==> src/rtl/slfq_pkg.sv <==
// Shared types and constants for the skip-locked FIFO queue.
package slfq_pkg;

	localparam int unsigned PAYLOAD_W = 32;
	localparam int unsigned FLAG_W    = 4;
	localparam int unsigned COUNT_W   = 5;
	localparam int unsigned ACTION_W  = 2;
	localparam int unsigned IN_DATA_W = 40;
	localparam int unsigned OUT_DATA_W = 48;

	typedef enum logic [ACTION_W-1:0] {
		ACT_ENQ = 2'd0,
		ACT_DEQ = 2'd1,
		ACT_REL = 2'd2,
		ACT_NOP = 2'd3
	} act_t;

	// classified command handed from front to back
	typedef struct packed {
		act_t                 action;
		logic [PAYLOAD_W-1:0] payload;
		logic                 guard;    // guarded by a flag that exists
		logic [FLAG_W-1:0]    flag;
		logic                 flag_ok;  // flag index below flag count
	} cmd_t;

	typedef struct packed {
		logic [COUNT_W-1:0]   entry_count;
		logic                 queue_full;
		logic                 queue_empty;
		logic [PAYLOAD_W-1:0] data_out;
		logic                 found;
		logic                 accepted;
	} res_t;

endpackage

==> src/rtl/skip_locked_fifo_queue.sv <==
// Top level: bounded FIFO whose dequeue skips entries locked by busy flags.
// Path: an item passes the front register and the command queue, then the back part's
// state machine and result register. A dequeue reads and checks entries from the head,
// then moves each later entry down by a read and a write, each waiting on a registered
// read of the entry memory. The back part runs one item at a time.
// Reset clears the entry count and all busy flags; entry memory is not cleared.
module skip_locked_fifo_queue #(
	parameter int unsigned DEPTH      = 16,
	parameter int unsigned FLAG_COUNT = 16,
	parameter int unsigned DATA_WIDTH = 32
) (
	input  logic                            clk,
	input  logic                            arst_n,
	input  logic                            s_tvalid,
	output logic                            s_tready,
	input  logic [slfq_pkg::ACTION_W-1:0]   s_tuser,  // action
	input  logic [slfq_pkg::IN_DATA_W-1:0]  s_tdata,  // payload, has_flag, flag_index
	output logic                            m_tvalid,
	input  logic                            m_tready,
	// accepted, found, data_out, queue_empty, queue_full, entry_count
	output logic [slfq_pkg::OUT_DATA_W-1:0] m_tdata
);
	import slfq_pkg::*;

	logic fr_valid;
	logic fr_ready;
	cmd_t fr_cmd;
	logic q_valid;
	logic q_ready;
	cmd_t q_cmd;
	res_t res;

	slfq_front #(
		.FLAG_COUNT(FLAG_COUNT)
	) u_front (
		.clk      (clk),
		.arst_n   (arst_n),
		.in_valid (s_tvalid),
		.in_ready (s_tready),
		.in_user  (s_tuser),
		.in_data  (s_tdata),
		.cmd_valid(fr_valid),
		.cmd_ready(fr_ready),
		.cmd      (fr_cmd)
	);

	slfq_cmdq u_cmdq (
		.clk       (clk),
		.arst_n    (arst_n),
		.push_valid(fr_valid),
		.push_ready(fr_ready),
		.push_cmd  (fr_cmd),
		.pop_valid (q_valid),
		.pop_ready (q_ready),
		.pop_cmd   (q_cmd)
	);

	slfq_back #(
		.DEPTH     (DEPTH),
		.FLAG_COUNT(FLAG_COUNT),
		.DATA_WIDTH(DATA_WIDTH)
	) u_back (
		.clk      (clk),
		.arst_n   (arst_n),
		.cmd_valid(q_valid),
		.cmd_ready(q_ready),
		.cmd      (q_cmd),
		.res_valid(m_tvalid),
		.res_ready(m_tready),
		.res      (res)
	);

	assign m_tdata = {7'd0, res};

endmodule

==> src/rtl/slfq_ram.sv <==
// Generic single-write, single-read RAM with registered read data.
module slfq_ram #(
	parameter int unsigned WIDTH = 8,
	parameter int unsigned DEPTH = 16
) (
	input  logic                     clk,
	input  logic                     we,
	input  logic [$clog2(DEPTH)-1:0] waddr,
	input  logic [WIDTH-1:0]         wdata,
	input  logic [$clog2(DEPTH)-1:0] raddr,
	output logic [WIDTH-1:0]         rdata
);

	logic [WIDTH-1:0] mem_q [DEPTH];

	always_ff @(posedge clk) begin
		if (we) begin
			mem_q[waddr] <= wdata;
		end
		rdata <= mem_q[raddr];
	end

endmodule

==> src/rtl/slfq_front.sv <==
// Input stage: takes items, decodes and classifies them into commands.
module slfq_front #(
	parameter int unsigned FLAG_COUNT = 16
) (
	input  logic                           clk,
	input  logic                           arst_n,
	input  logic                           in_valid,
	output logic                           in_ready,
	input  logic [slfq_pkg::ACTION_W-1:0]  in_user,
	input  logic [slfq_pkg::IN_DATA_W-1:0] in_data,
	output logic                           cmd_valid,
	input  logic                           cmd_ready,
	output slfq_pkg::cmd_t                 cmd
);
	import slfq_pkg::*;

	logic valid_s1;
	cmd_t cmd_s1;
	cmd_t cmd_dec;
	logic [FLAG_W-1:0] flag_in;

	assign flag_in = in_data[PAYLOAD_W+FLAG_W:PAYLOAD_W+1];

	always_comb begin
		cmd_dec.action  = act_t'(in_user);
		cmd_dec.payload = in_data[PAYLOAD_W-1:0];
		cmd_dec.flag    = flag_in;
		cmd_dec.flag_ok = (32'(flag_in) < FLAG_COUNT);
		// a guard naming a nonexistent flag never blocks the entry
		cmd_dec.guard   = in_data[PAYLOAD_W] && cmd_dec.flag_ok;
	end

	assign in_ready  = !valid_s1 || cmd_ready;
	assign cmd_valid = valid_s1;
	assign cmd       = cmd_s1;

	always_ff @(posedge clk or negedge arst_n) begin
		if (!arst_n) begin
			valid_s1 <= 1'b0;
		end else if (in_ready) begin
			valid_s1 <= in_valid;
		end
	end

	always_ff @(posedge clk) begin
		if (in_ready && in_valid) begin
			cmd_s1 <= cmd_dec;
		end
	end

endmodule

==> src/rtl/slfq_cmdq.sv <==
// Two-entry command queue between the front and back parts.
module slfq_cmdq (
	input  logic           clk,
	input  logic           arst_n,
	input  logic           push_valid,
	output logic           push_ready,
	input  slfq_pkg::cmd_t push_cmd,
	output logic           pop_valid,
	input  logic           pop_ready,
	output slfq_pkg::cmd_t pop_cmd
);
	import slfq_pkg::*;

	cmd_t       slot_q [2];
	logic       wr_ptr_q;
	logic       rd_ptr_q;
	logic [1:0] fill_q;
	logic       do_push;
	logic       do_pop;

	assign push_ready = (fill_q != 2'd2);
	assign pop_valid  = (fill_q != 2'd0);
	assign pop_cmd    = slot_q[rd_ptr_q];
	assign do_push    = push_valid && push_ready;
	assign do_pop     = pop_valid && pop_ready;

	always_ff @(posedge clk or negedge arst_n) begin
		if (!arst_n) begin
			wr_ptr_q <= 1'b0;
			rd_ptr_q <= 1'b0;
			fill_q   <= 2'd0;
		end else begin
			if (do_push) begin
				wr_ptr_q <= !wr_ptr_q;
			end
			if (do_pop) begin
				rd_ptr_q <= !rd_ptr_q;
			end
			if (do_push && !do_pop) begin
				fill_q <= fill_q + 2'd1;
			end else if (do_pop && !do_push) begin
				fill_q <= fill_q - 2'd1;
			end
		end
	end

	always_ff @(posedge clk) begin
		if (do_push) begin
			slot_q[wr_ptr_q] <= push_cmd;
		end
	end

endmodule

==> src/rtl/slfq_back.sv <==
// Execution part: entry memory, busy flags, head scan and compaction, result register.
module slfq_back #(
	parameter int unsigned DEPTH      = 16,
	parameter int unsigned FLAG_COUNT = 16,
	parameter int unsigned DATA_WIDTH = 32
) (
	input  logic           clk,
	input  logic           arst_n,
	input  logic           cmd_valid,
	output logic           cmd_ready,
	input  slfq_pkg::cmd_t cmd,
	output logic           res_valid,
	input  logic           res_ready,
	output slfq_pkg::res_t res
);
	import slfq_pkg::*;

	localparam int unsigned AW    = $clog2(DEPTH);
	localparam int unsigned CW    = $clog2(DEPTH + 1);
	localparam int unsigned NFLAG = (FLAG_COUNT < 16) ? FLAG_COUNT : 16;
	localparam int unsigned FW    = (NFLAG > 1) ? $clog2(NFLAG) : 1;
	localparam int unsigned ENT_W = DATA_WIDTH + 1 + FLAG_W;

	typedef enum logic [5:0] {
		ST_IDLE     = 6'b000001,
		ST_SCAN_RD  = 6'b000010,
		ST_SCAN_CHK = 6'b000100,
		ST_SHIFT_RD = 6'b001000,
		ST_SHIFT_WR = 6'b010000,
		ST_RESULT   = 6'b100000
	} bst_t;

	bst_t                  state_q;
	logic [AW-1:0]         idx_q;
	logic [CW-1:0]         count_q;
	logic [NFLAG-1:0]      busy_q;
	logic                  acc_q;
	logic                  found_q;
	logic [DATA_WIDTH-1:0] dout_q;
	logic                  out_valid_q;
	res_t                  out_q;

	logic                  we;
	logic [AW-1:0]         waddr;
	logic [ENT_W-1:0]      wdata;
	logic [AW-1:0]         raddr;
	logic [ENT_W-1:0]      rdata;
	logic [63:0]           pay_ext;
	logic [DATA_WIDTH-1:0] rd_word;
	logic                  rd_guard;
	logic [FLAG_W-1:0]     rd_flag;
	logic                  usable;
	logic [CW:0]           idx_p1;
	logic [CW:0]           idx_p2;
	logic [CW:0]           count_x;
	logic                  is_full;
	logic [15:0]           count_ext;
	logic [63:0]           dout_ext;
	logic                  out_load;

	assign pay_ext  = {32'd0, cmd.payload};
	assign rd_word  = rdata[DATA_WIDTH-1:0];
	assign rd_guard = rdata[DATA_WIDTH];
	assign rd_flag  = rdata[ENT_W-1:DATA_WIDTH+1];
	assign usable   = !rd_guard || !busy_q[rd_flag[FW-1:0]];
	assign idx_p1   = (CW + 1)'(idx_q) + (CW + 1)'(1);
	assign idx_p2   = (CW + 1)'(idx_q) + (CW + 1)'(2);
	assign count_x  = {1'b0, count_q};
	assign is_full  = (count_q == CW'(DEPTH));

	assign cmd_ready = (state_q == ST_IDLE);
	assign out_load  = (state_q == ST_RESULT) && (!out_valid_q || res_ready);

	always_comb begin
		we    = 1'b0;
		waddr = count_q[AW-1:0];
		wdata = {cmd.flag, cmd.guard, pay_ext[DATA_WIDTH-1:0]};
		raddr = idx_q;
		case (state_q)
			ST_IDLE: begin
				we = cmd_valid && (cmd.action == ACT_ENQ) && !is_full;
			end
			ST_SHIFT_RD: begin
				raddr = idx_p1[AW-1:0];
			end
			ST_SHIFT_WR: begin
				we    = 1'b1;
				waddr = idx_q;
				wdata = rdata;
			end
			default: begin
			end
		endcase
	end

	slfq_ram #(
		.WIDTH(ENT_W),
		.DEPTH(DEPTH)
	) u_entries (
		.clk  (clk),
		.we   (we),
		.waddr(waddr),
		.wdata(wdata),
		.raddr(raddr),
		.rdata(rdata)
	);

	always_ff @(posedge clk or negedge arst_n) begin
		if (!arst_n) begin
			state_q <= ST_IDLE;
			count_q <= '0;
			busy_q  <= '0;
		end else begin
			case (state_q)
				ST_IDLE: begin
					if (cmd_valid) begin
						state_q <= ST_RESULT;
						case (cmd.action)
							ACT_ENQ: begin
								if (!is_full) begin
									count_q <= count_q + CW'(1);
								end
							end
							ACT_DEQ: begin
								if (count_q != '0) begin
									state_q <= ST_SCAN_RD;
								end
							end
							ACT_REL: begin
								if (cmd.flag_ok) begin
									busy_q[cmd.flag[FW-1:0]] <= 1'b0;
								end
							end
							default: begin
							end
						endcase
					end
				end
				ST_SCAN_RD: begin
					state_q <= ST_SCAN_CHK;
				end
				ST_SCAN_CHK: begin
					if (usable) begin
						if (rd_guard) begin
							busy_q[rd_flag[FW-1:0]] <= 1'b1;
						end
						if (idx_p1 < count_x) begin
							state_q <= ST_SHIFT_RD;
						end else begin
							count_q <= count_q - CW'(1);
							state_q <= ST_RESULT;
						end
					end else if (idx_p1 < count_x) begin
						state_q <= ST_SCAN_RD;
					end else begin
						state_q <= ST_RESULT;
					end
				end
				ST_SHIFT_RD: begin
					state_q <= ST_SHIFT_WR;
				end
				ST_SHIFT_WR: begin
					if (idx_p2 < count_x) begin
						state_q <= ST_SHIFT_RD;
					end else begin
						count_q <= count_q - CW'(1);
						state_q <= ST_RESULT;
					end
				end
				ST_RESULT: begin
					if (out_load) begin
						state_q <= ST_IDLE;
					end
				end
				default: begin
					state_q <= ST_IDLE;
				end
			endcase
		end
	end

	// per-item result fields and scan index
	always_ff @(posedge clk) begin
		case (state_q)
			ST_IDLE: begin
				idx_q   <= '0;
				found_q <= 1'b0;
				dout_q  <= '0;
				acc_q   <= ((cmd.action == ACT_ENQ) && !is_full) ||
					((cmd.action == ACT_REL) && cmd.flag_ok);
			end
			ST_SCAN_CHK: begin
				if (usable) begin
					found_q <= 1'b1;
					dout_q  <= rd_word;
				end else begin
					idx_q <= idx_p1[AW-1:0];
				end
			end
			ST_SHIFT_WR: begin
				idx_q <= idx_p1[AW-1:0];
			end
			default: begin
			end
		endcase
	end

	assign count_ext = 16'(count_q);
	assign dout_ext  = 64'(dout_q);

	always_ff @(posedge clk or negedge arst_n) begin
		if (!arst_n) begin
			out_valid_q <= 1'b0;
		end else if (out_load) begin
			out_valid_q <= 1'b1;
		end else if (res_ready) begin
			out_valid_q <= 1'b0;
		end
	end

	always_ff @(posedge clk) begin
		if (out_load) begin
			out_q.accepted    <= acc_q;
			out_q.found       <= found_q;
			out_q.data_out    <= dout_ext[PAYLOAD_W-1:0];
			out_q.queue_empty <= (count_q == '0);
			out_q.queue_full  <= is_full;
			out_q.entry_count <= count_ext[COUNT_W-1:0];
		end
	end

	assign res_valid = out_valid_q;
	assign res       = out_q;

	a_count_bound: assert property (@(posedge clk) disable iff (!arst_n)
		count_q <= CW'(DEPTH))
		else $error("entry count above depth");

	a_count_step: assert property (@(posedge clk) disable iff (!arst_n)
		(count_q == $past(count_q)) || (count_q == $past(count_q) + CW'(1)) ||
		(count_q + CW'(1) == $past(count_q)))
		else $error("entry count moved by more than one");

	a_scan_nonempty: assert property (@(posedge clk) disable iff (!arst_n)
		(state_q == ST_SCAN_RD) |-> (count_q != '0))
		else $error("scan started on an empty queue");

	a_chk_after_rd: assert property (@(posedge clk) disable iff (!arst_n)
		(state_q == ST_SCAN_CHK) |-> ($past(state_q) == ST_SCAN_RD))
		else $error("scan check without a preceding read");

	a_load_when_free: assert property (@(posedge clk) disable iff (!arst_n)
		(out_valid_q && !res_ready) |=> !$past(out_load))
		else $error("result register overwritten while stalled");

endmodule

==> config.mk <==
export PLATFORM = sky130hd
export DESIGN_NAME = skip_locked_fifo_queue
export DESIGN_NICKNAME = d
export VERILOG_FILES = /design/src/rtl/slfq_pkg.sv /design/src/rtl/skip_locked_fifo_queue.sv /design/src/rtl/slfq_ram.sv /design/src/rtl/slfq_front.sv /design/src/rtl/slfq_cmdq.sv /design/src/rtl/slfq_back.sv
export SDC_FILE = /design/constraint.sdc
export NUM_CORES = 1
export LEC_CHECK = 0
export ABC_AREA = 1
export CORE_ASPECT_RATIO = 0.5
export CORE_MARGIN = 8
export CORE_UTILIZATION = 54
export CTS_CLUSTER_DIAMETER = 30
export CTS_CLUSTER_SIZE = 25
export DETAILED_ROUTE_END_ITERATION = 10
export DONT_BUFFER_PORTS = 1
export PLACE_DENSITY_LB_ADDON = 0.12
export SLEW_MARGIN = 20
export SYNTH_ARGS = -nofsm -noshare
export SYNTH_HDL_FRONTEND = slang
export SYNTH_SLANG_ARGS = --single-unit
==> constraint.sdc <==
create_clock -name clk -period 3.5 [get_ports clk]
set_clock_uncertainty 0.05 [all_clocks]
set_input_delay 0.875 -clock clk [delete_from_list [all_inputs] [get_ports clk]]
set_output_delay 0.875 -clock clk [all_outputs]
set_load 0.01 [all_outputs]
-- Yosys cells after proc, flatten, opt, wreduce, memory -nomap -nowiden
Memory sizes are Yosys's and may differ from the RTL's. A register that Yosys moved wholly into a read port is not among the register bits.
Cells that the tools add are included.
- $add $sub $neg: 6
- magnitude comparators: 6
- equal/unequal tests: 21
- multiplexer cells: 46
- bitwise logic cells: 3
- reductions and logical operators: 38
- operators by type and width (kind ; count):
    $mux W16 ; 5
    $pmux W32 S2 ; 1
    $mux W6 ; 8
    $mux W37 ; 1
    $pmux W6 S6 ; 1
    $mux W32 ; 1
    $pmux W16 S2 ; 1
    $mux W5 ; 6
    $and A16 B16 Y16 ; 1
    $not A16 Y16 ; 1
    $or A16 B16 Y16 ; 1
    $pmux W5 S3 ; 1
    $lt A6 B5 Y1 ; 2
    $mux W4 ; 3
    $ne A2 B1 Y1 const B ; 6
    $ne A2 B2 Y1 const B ; 6
    $pmux W4 S3 ; 1
    $logic_and A1 B1 Y1 ; 11
    $lt A4 B5 Y1 const B ; 2
    $mux W1 ; 10
    $logic_not A1 Y1 ; 9
    $demux W1 S4 ; 2
    $ge A4 B1 Y1 const B ; 2
    $reduce_bool A2 Y1 ; 4
    27 further kinds ; 34
- bits in registers: 151
- memory bits (writable): 670
- input port bits: 46
- logic and storage cells: 144
- memories: 2
- memories (name ; words ; bits a word ; read ports ; clocked after Yosys merged registers in ; write ports ; line ; source):
    u_back.u_entries.mem_q ; 16 ; 37 ; 1 ; 1 ; 1 ; slfq_ram.sv:14 ; logic [WIDTH-1:0] mem_q [DEPTH];
    u_cmdq.slot_q ; 2 ; 39 ; 1 ; 0 ; 1 ; slfq_cmdq.sv:14 ; cmd_t slot_q [2];

-- Depth between registers and ports, before layout
An unclocked memory read counts as a cell.
- depth after elaboration: 11
- mapped depth: 16
- mapped depth without buffers: 13

-- Modules after synthesis
Synthesis repeated with hierarchy kept, for this count alone.
- cell total of the unflattened synthesis: 3364
- area total of the unflattened synthesis: 36233.5 sq um
- modules (own cells, without submodules) (module ; instances ; cells an instance ; area an instance (sq um) ; seq. area each (sq um)):
    slfq_ram ; 1 ; 2446 ; 26270.2 ; 18517.8
    slfq_back ; 1 ; 625 ; 5486.5 ; 3074.2
    slfq_cmdq ; 1 ; 238 ; 3193.1 ; 2502.4
    slfq_front ; 1 ; 47 ; 1227.4 ; 1196.1
    skip_locked_fifo_queue ; 1 ; 8 ; 56.3 ; 0.0

-- Least setup slack after synthesis
No wires, ideal clock.
- path type: reg2reg
- from: register u_back.state_q[2]
- to: memory u_back.u_entries.mem_q[11][0] in the netlist's numbering (enable)
- library setup time: 431 ps
- data arrival time: 3008 ps
- data required time: 3019 ps
- setup slack: 10 ps
- cell stages (with the launch flop): 7
- buffers on the path: 1
- clock period less this slack: 3490 ps
- cell sequence: dfrtp_1 > nor2_2 > nand4_1 > clkbuf_1 > o21ai_0 > nand3_1 > nor2_1
- word-level cells in the longest chain between the ends: 4
- elaborated cells between the ends (all ways): 6
- classes of those cells: 2 x eq/ne; 4 x mux
- ends and longest elaborated chain (element ; line ; source):
    from (decl) ; slfq_back.sv:33 ; bst_t state_q;
    from (signal assigned) ; slfq_back.sv:110 ; state_q <= ST_IDLE;
    from (signal assigned) ; slfq_back.sv:117 ; state_q <= ST_RESULT;
    from (signal assigned) ; slfq_back.sv:126 ; state_q <= ST_SCAN_RD;
    $eq A6 B5 Y1 or $eq A6 B1 Y1 (tied branches) ; slfq_back.sv:79 ; case (state_q)
    $pmux W1 S2 ; slfq_back.sv:79 ;
    $mux W1 ; slfq_ram.sv:17 ; if (we) begin
    $mux W1 (implied by the code) ; slfq_ram.sv:18 ; mem_q[waddr] <= wdata;
    to (decl) ; slfq_ram.sv:14 ;
Parallel ways exist; a longest one is shown, timed or not.

-- Final worst setup path
- from: register u_back.state_q[2]
- to: memory u_back.u_entries.mem_q[3][14] in the netlist's numbering (enable)
Same word-level chain as after synthesis.

==> out/qor.txt <==
=========================================================================================
Run status                                                                      completed
Number of hold-slack violations in the final timing report                              0
Per-instance average area after synthesis                                      10.93 um^2
VDD IR-drop max                                                                 0.5104 mV
Detailed placer's ending HPWL                                                    46.51 mm
WL/cell                                                                          19.58 um
FF-to-FF End                                                                 u_back.u_entries.mem_q[3][14]
Proportion of register bits with asynchronous set or reset after synthesis         3.846%
Number of max-capacitance violations reported                                           0
Synthesized cell area                                                          35790 um^2
Clock-pin transition on the worst setup and hold timing paths                     0.06 ns
First-pass GRT wire length                                                       129.5 mm
Global router's overall resource usage                                             22.44%
Area of the core                                                               65240 um^2
Power density cells                                                          871.5 nW/um^2
Switch share                                                                       35.34%
Endpoint kind of the worst setup timing path                                     register
Slew Viols, Final                                                                       0
Number of DRC violations after detailed-routing iteration 0                          2028
Clock tree root driver cell                                                  sky130_fd_sc_hd__clkbuf_16
Global placer's final weighted congestion                                          0.8355
Peak fanout along the critical path                                                    21
Routed Antenna Nets                                                                     0
Kind of critical path                                                          reg -> reg
Period utilisation layout                                                          87.35%
Seq cells post-synth                                                                  858
Area share of the leading cell type in the synthesized netlist                     66.11%
Overall power                                                                    36.15 mW
Worst Hold Class                                                                in -> reg
Share of the yosys chip area belonging to registers                                70.49%
Top library cells by usage in the layout, fill and taps aside                sky130_fd_sc_hd__nand2_1, sky130_fd_sc_hd__edfxtp_1, sky130_fd_sc_hd__inv_1, sky130_fd_sc_hd__nand3_1, sky130_fd_sc_hd__clkbuf_16
Width of the chip                                                                380.1 um
Count of flip-flops with a built-in enable after synthesis                            788
Number of clock sinks                                                                 858
Post-synthesis instance total                                                        3275
Count of cells along the worst register-to-register path                                8
Critical path data arrival time                                                   3.39 ns
Source-to-sink clock delay at the later pin of the worst-skew pair                0.70 ns
Number of buffers inserted to repair setup after CTS                                    0
P_leak                                                                           17.23 nW
Cell Int Power                                                                   23.37 mW
DIE HEIGHT                                                                       198.1 um
Remaining global-route overflow                                                         0
Type of origin of the critical path                                              register
Part of the power in combinational logic                                            28.2%
Effective utilization at floorplan                                                 54.87%
Via count of the first global-routing pass                                          21630
Total of buffers placed on input and output ports                                       0
Setup repair after global routing missed its margin                                    no
Post-layout min period                                                           3.057 ns
Vias per cell                                                                       5.269
Detailed-router iteration count before antenna repair                                   6
Cell Rows                                                                              66
Post-synthesis cell type count                                                         42
Antenna cell count                                                                      0
Total Routed Length                                                              84.55 mm
CTS max path bufs                                                                       3
Count of pins on the block boundary                                                    96
Sequential fraction of design power                                                 40.3%
Launching point of the worst reg2reg path                                    u_back.state_q[2]
Number of buffers created by CTS                                                      112
Pin count of the biggest net entering global routing                                   86
Part of the total power dissipated in the clock network                             31.6%
CTS tree                                                                            built
Launch point of the worst path                                               u_back.state_q[2]
Leading cell type in the layout, fill and taps excluded                      sky130_fd_sc_hd__nand2_1
Post-cts repair resize count                                                            0
Capturing instance or port of the critical path                              u_back.u_entries.mem_q[3][14]
Setup Total Neg Slack                                                                0 ns
Initial antenna violation count                                                         3
Headroom to the max-slew limit                                                     44.88%
Most area-consuming cells after synthesis                                    sky130_fd_sc_hd__edfxtp_1, sky130_fd_sc_hd__nand2_1, sky130_fd_sc_hd__nand3_1, sky130_fd_sc_hd__inv_1, sky130_fd_sc_hd__dfrtp_1
Count of synthesis-stage warnings from yosys                                            0
Die ar.                                                                        75280 um^2
Area overhead of the layout relative to synthesis                                  15.89%
Total net switching power                                                        12.78 mW
Worst Path Required                                                               3.83 ns
Vias after detailed routing                                                         22750
Largest area contributor in the netlist                                      sky130_fd_sc_hd__edfxtp_1
Number of nets in the layout                                                         3400
Number of remaining DRC errors                                                          0
Transition time at the pin with the least slew margin                           0.8242 ns
Highest Clock Rate                                                             0.3271 GHz
Layout cells sized above 1                                                         10.54%
Primary FF master, synth                                                     sky130_fd_sc_hd__edfxtp_1
Final setup vio count                                                                   0
Setup slack on the worst flop-to-flop path                                        0.44 ns
Max H-tree Level                                                                        3
=========================================================================================
==> Yosys cell counts (all sizes together), types with 6 or more instances <==
cell type,count
clkbuf,31
dfrtp,32
nand3,481
a31oi,50
edfxtp,788
xor2,6
nor2,125
ha,14
buf,129
inv,569
o211ai,37
dfxtp,37
o21ai,37
nand4,24
nand2,894
a21oi,6
==> cell families (layout without fill, tap and decap cells) <==
| family | after synthesis | count (layout) | share of synthesized area (%) |
|---|---|---|---|
| AOI/OAI and AO/OA | 136 | 136 | 2.405 |
| buffers and inverters | 729 | 882 | 8.211 |
| muxes | 1 | 1 | 0.02797 |
| and+or+nand+nor | 1528 | 1528 | 18.14 |
| other | 1 | 7 | 0.01048 |
| xor gates and xnor gates | 7 | 7 | 0.1713 |
| DFF | 858 | 858 | 70.49 |
| adders and majority gates | 15 | 15 | 0.5453 |
==> final cells by class <==
| class | count | area [um^2] |
|---|---|---|
| tap | 884 | 1106 |
| clock inverter | 88 | 960.9 |
| fill | 4986 | 23760 |
| multi-input combinational | 1694 | 7963 |
| clock buffer | 121 | 2856 |
| timing repair buffer | 104 | 1221 |
| sequential | 858 | 25230 |
| inverter | 569 | 2141 |
==> sequential cells by signal (all words and copies together), names as in the netlist <==
| name | flops |
|---|---|
| u_back.acc_q | 1 |
| u_front.cmd | 39 |
| u_back.found_q | 1 |
| u_back.state_q | 6 |
| u_back.u_entries.rdata | 37 |
| u_back.count_q | 5 |
| u_back.u_entries.mem_q | 592 |
| u_cmdq.rd_ptr_q | 1 |
| u_cmdq.fill_q | 2 |
| u_front.cmd_valid | 1 |
| u_back.dout_q | 32 |
| u_cmdq.slot_q | 78 |
| u_back.idx_q | 4 |
| u_back.busy_q | 16 |
| u_back.res | 41 |
| u_back.res_valid | 1 |
| u_cmdq.wr_ptr_q | 1 |
==> metal layers <==
layer	vias to the layer above	wire, um	GRT usage (%)
met5	-	39	0
met4	6	1540	5.895
met3	119	6187	4.940
met2	694	38850	35.86
met1	10970	37930	31.42
li1	10960	-	-
==> critical path: stages (launching register included) <==
cell and delay, ns:
sky130_fd_sc_hd__dfrtp_1 0.46, sky130_fd_sc_hd__nor2_2 0.21, sky130_fd_sc_hd__nand4_1 0.39, sky130_fd_sc_hd__buf_4 0.39, sky130_fd_sc_hd__o21ai_1 0.30, sky130_fd_sc_hd__nand3_1 0.13
sky130_fd_sc_hd__buf_4 0.21, sky130_fd_sc_hd__nor2_4 0.31, sky130_fd_sc_hd__buf_12 0.25
==> how the worst min path moves through the flow <==
stage | startpoint | end | depth (start not counted)
after floorplan | u_back.acc_q | u_back.res[0] | 0
after global placement | u_back.dout_q[1] | u_back.res[3] | 0
after detailed placement | u_back.dout_q[30] | u_back.res[32] | 0
after CTS | s_tdata[13] | u_front.cmd[19] | 0
after global routing | s_tdata[13] | u_front.cmd[19] | 0
final | s_tdata[1] | u_front.cmd[7] | 0
==> power by group through the flow <==
| stage | registers (mW) | logic (mW) | clock network (mW) |
|---|---|---|---|
| finish | 14.6 | 10.2 | 11.4 |
| global placement | 14.7 | 9.89 | 0 |
| CTS | 14.6 | 10.1 | 11.6 |
| floorplan | 14.6 | 6.40 | 0 |
| global route | 14.7 | 11.3 | 12.0 |
| detailed placement | 14.8 | 10.1 | 0 |
==> metrics by stage <==
stage          instance area (um^2)  utilization (%)  cells  setup WS [ns]  hold slack, ns
2_1_floorplan                 35820                -   3281        0.01039          0.3503
3_3_place_gp                  37530            57.53   4107         0.5384          0.3519
3_5_place_dp                  37560            57.57   4107         0.4470          0.3545
4_1_cts                       41400            63.47   4318         0.4477          0.1696
5_1_grt                       41480            63.58   4318         0.2628          0.1767
6_report                      41480            63.58   4318         0.4428          0.2178
==> what timing repair did <==
item,4_1_cts,5_1_grt
setup endpoints to repair,0,0
endpoints found under the hold margin,33,0
hold buffers,2,0
Note: power is estimated with default switching activity, not from simulation.
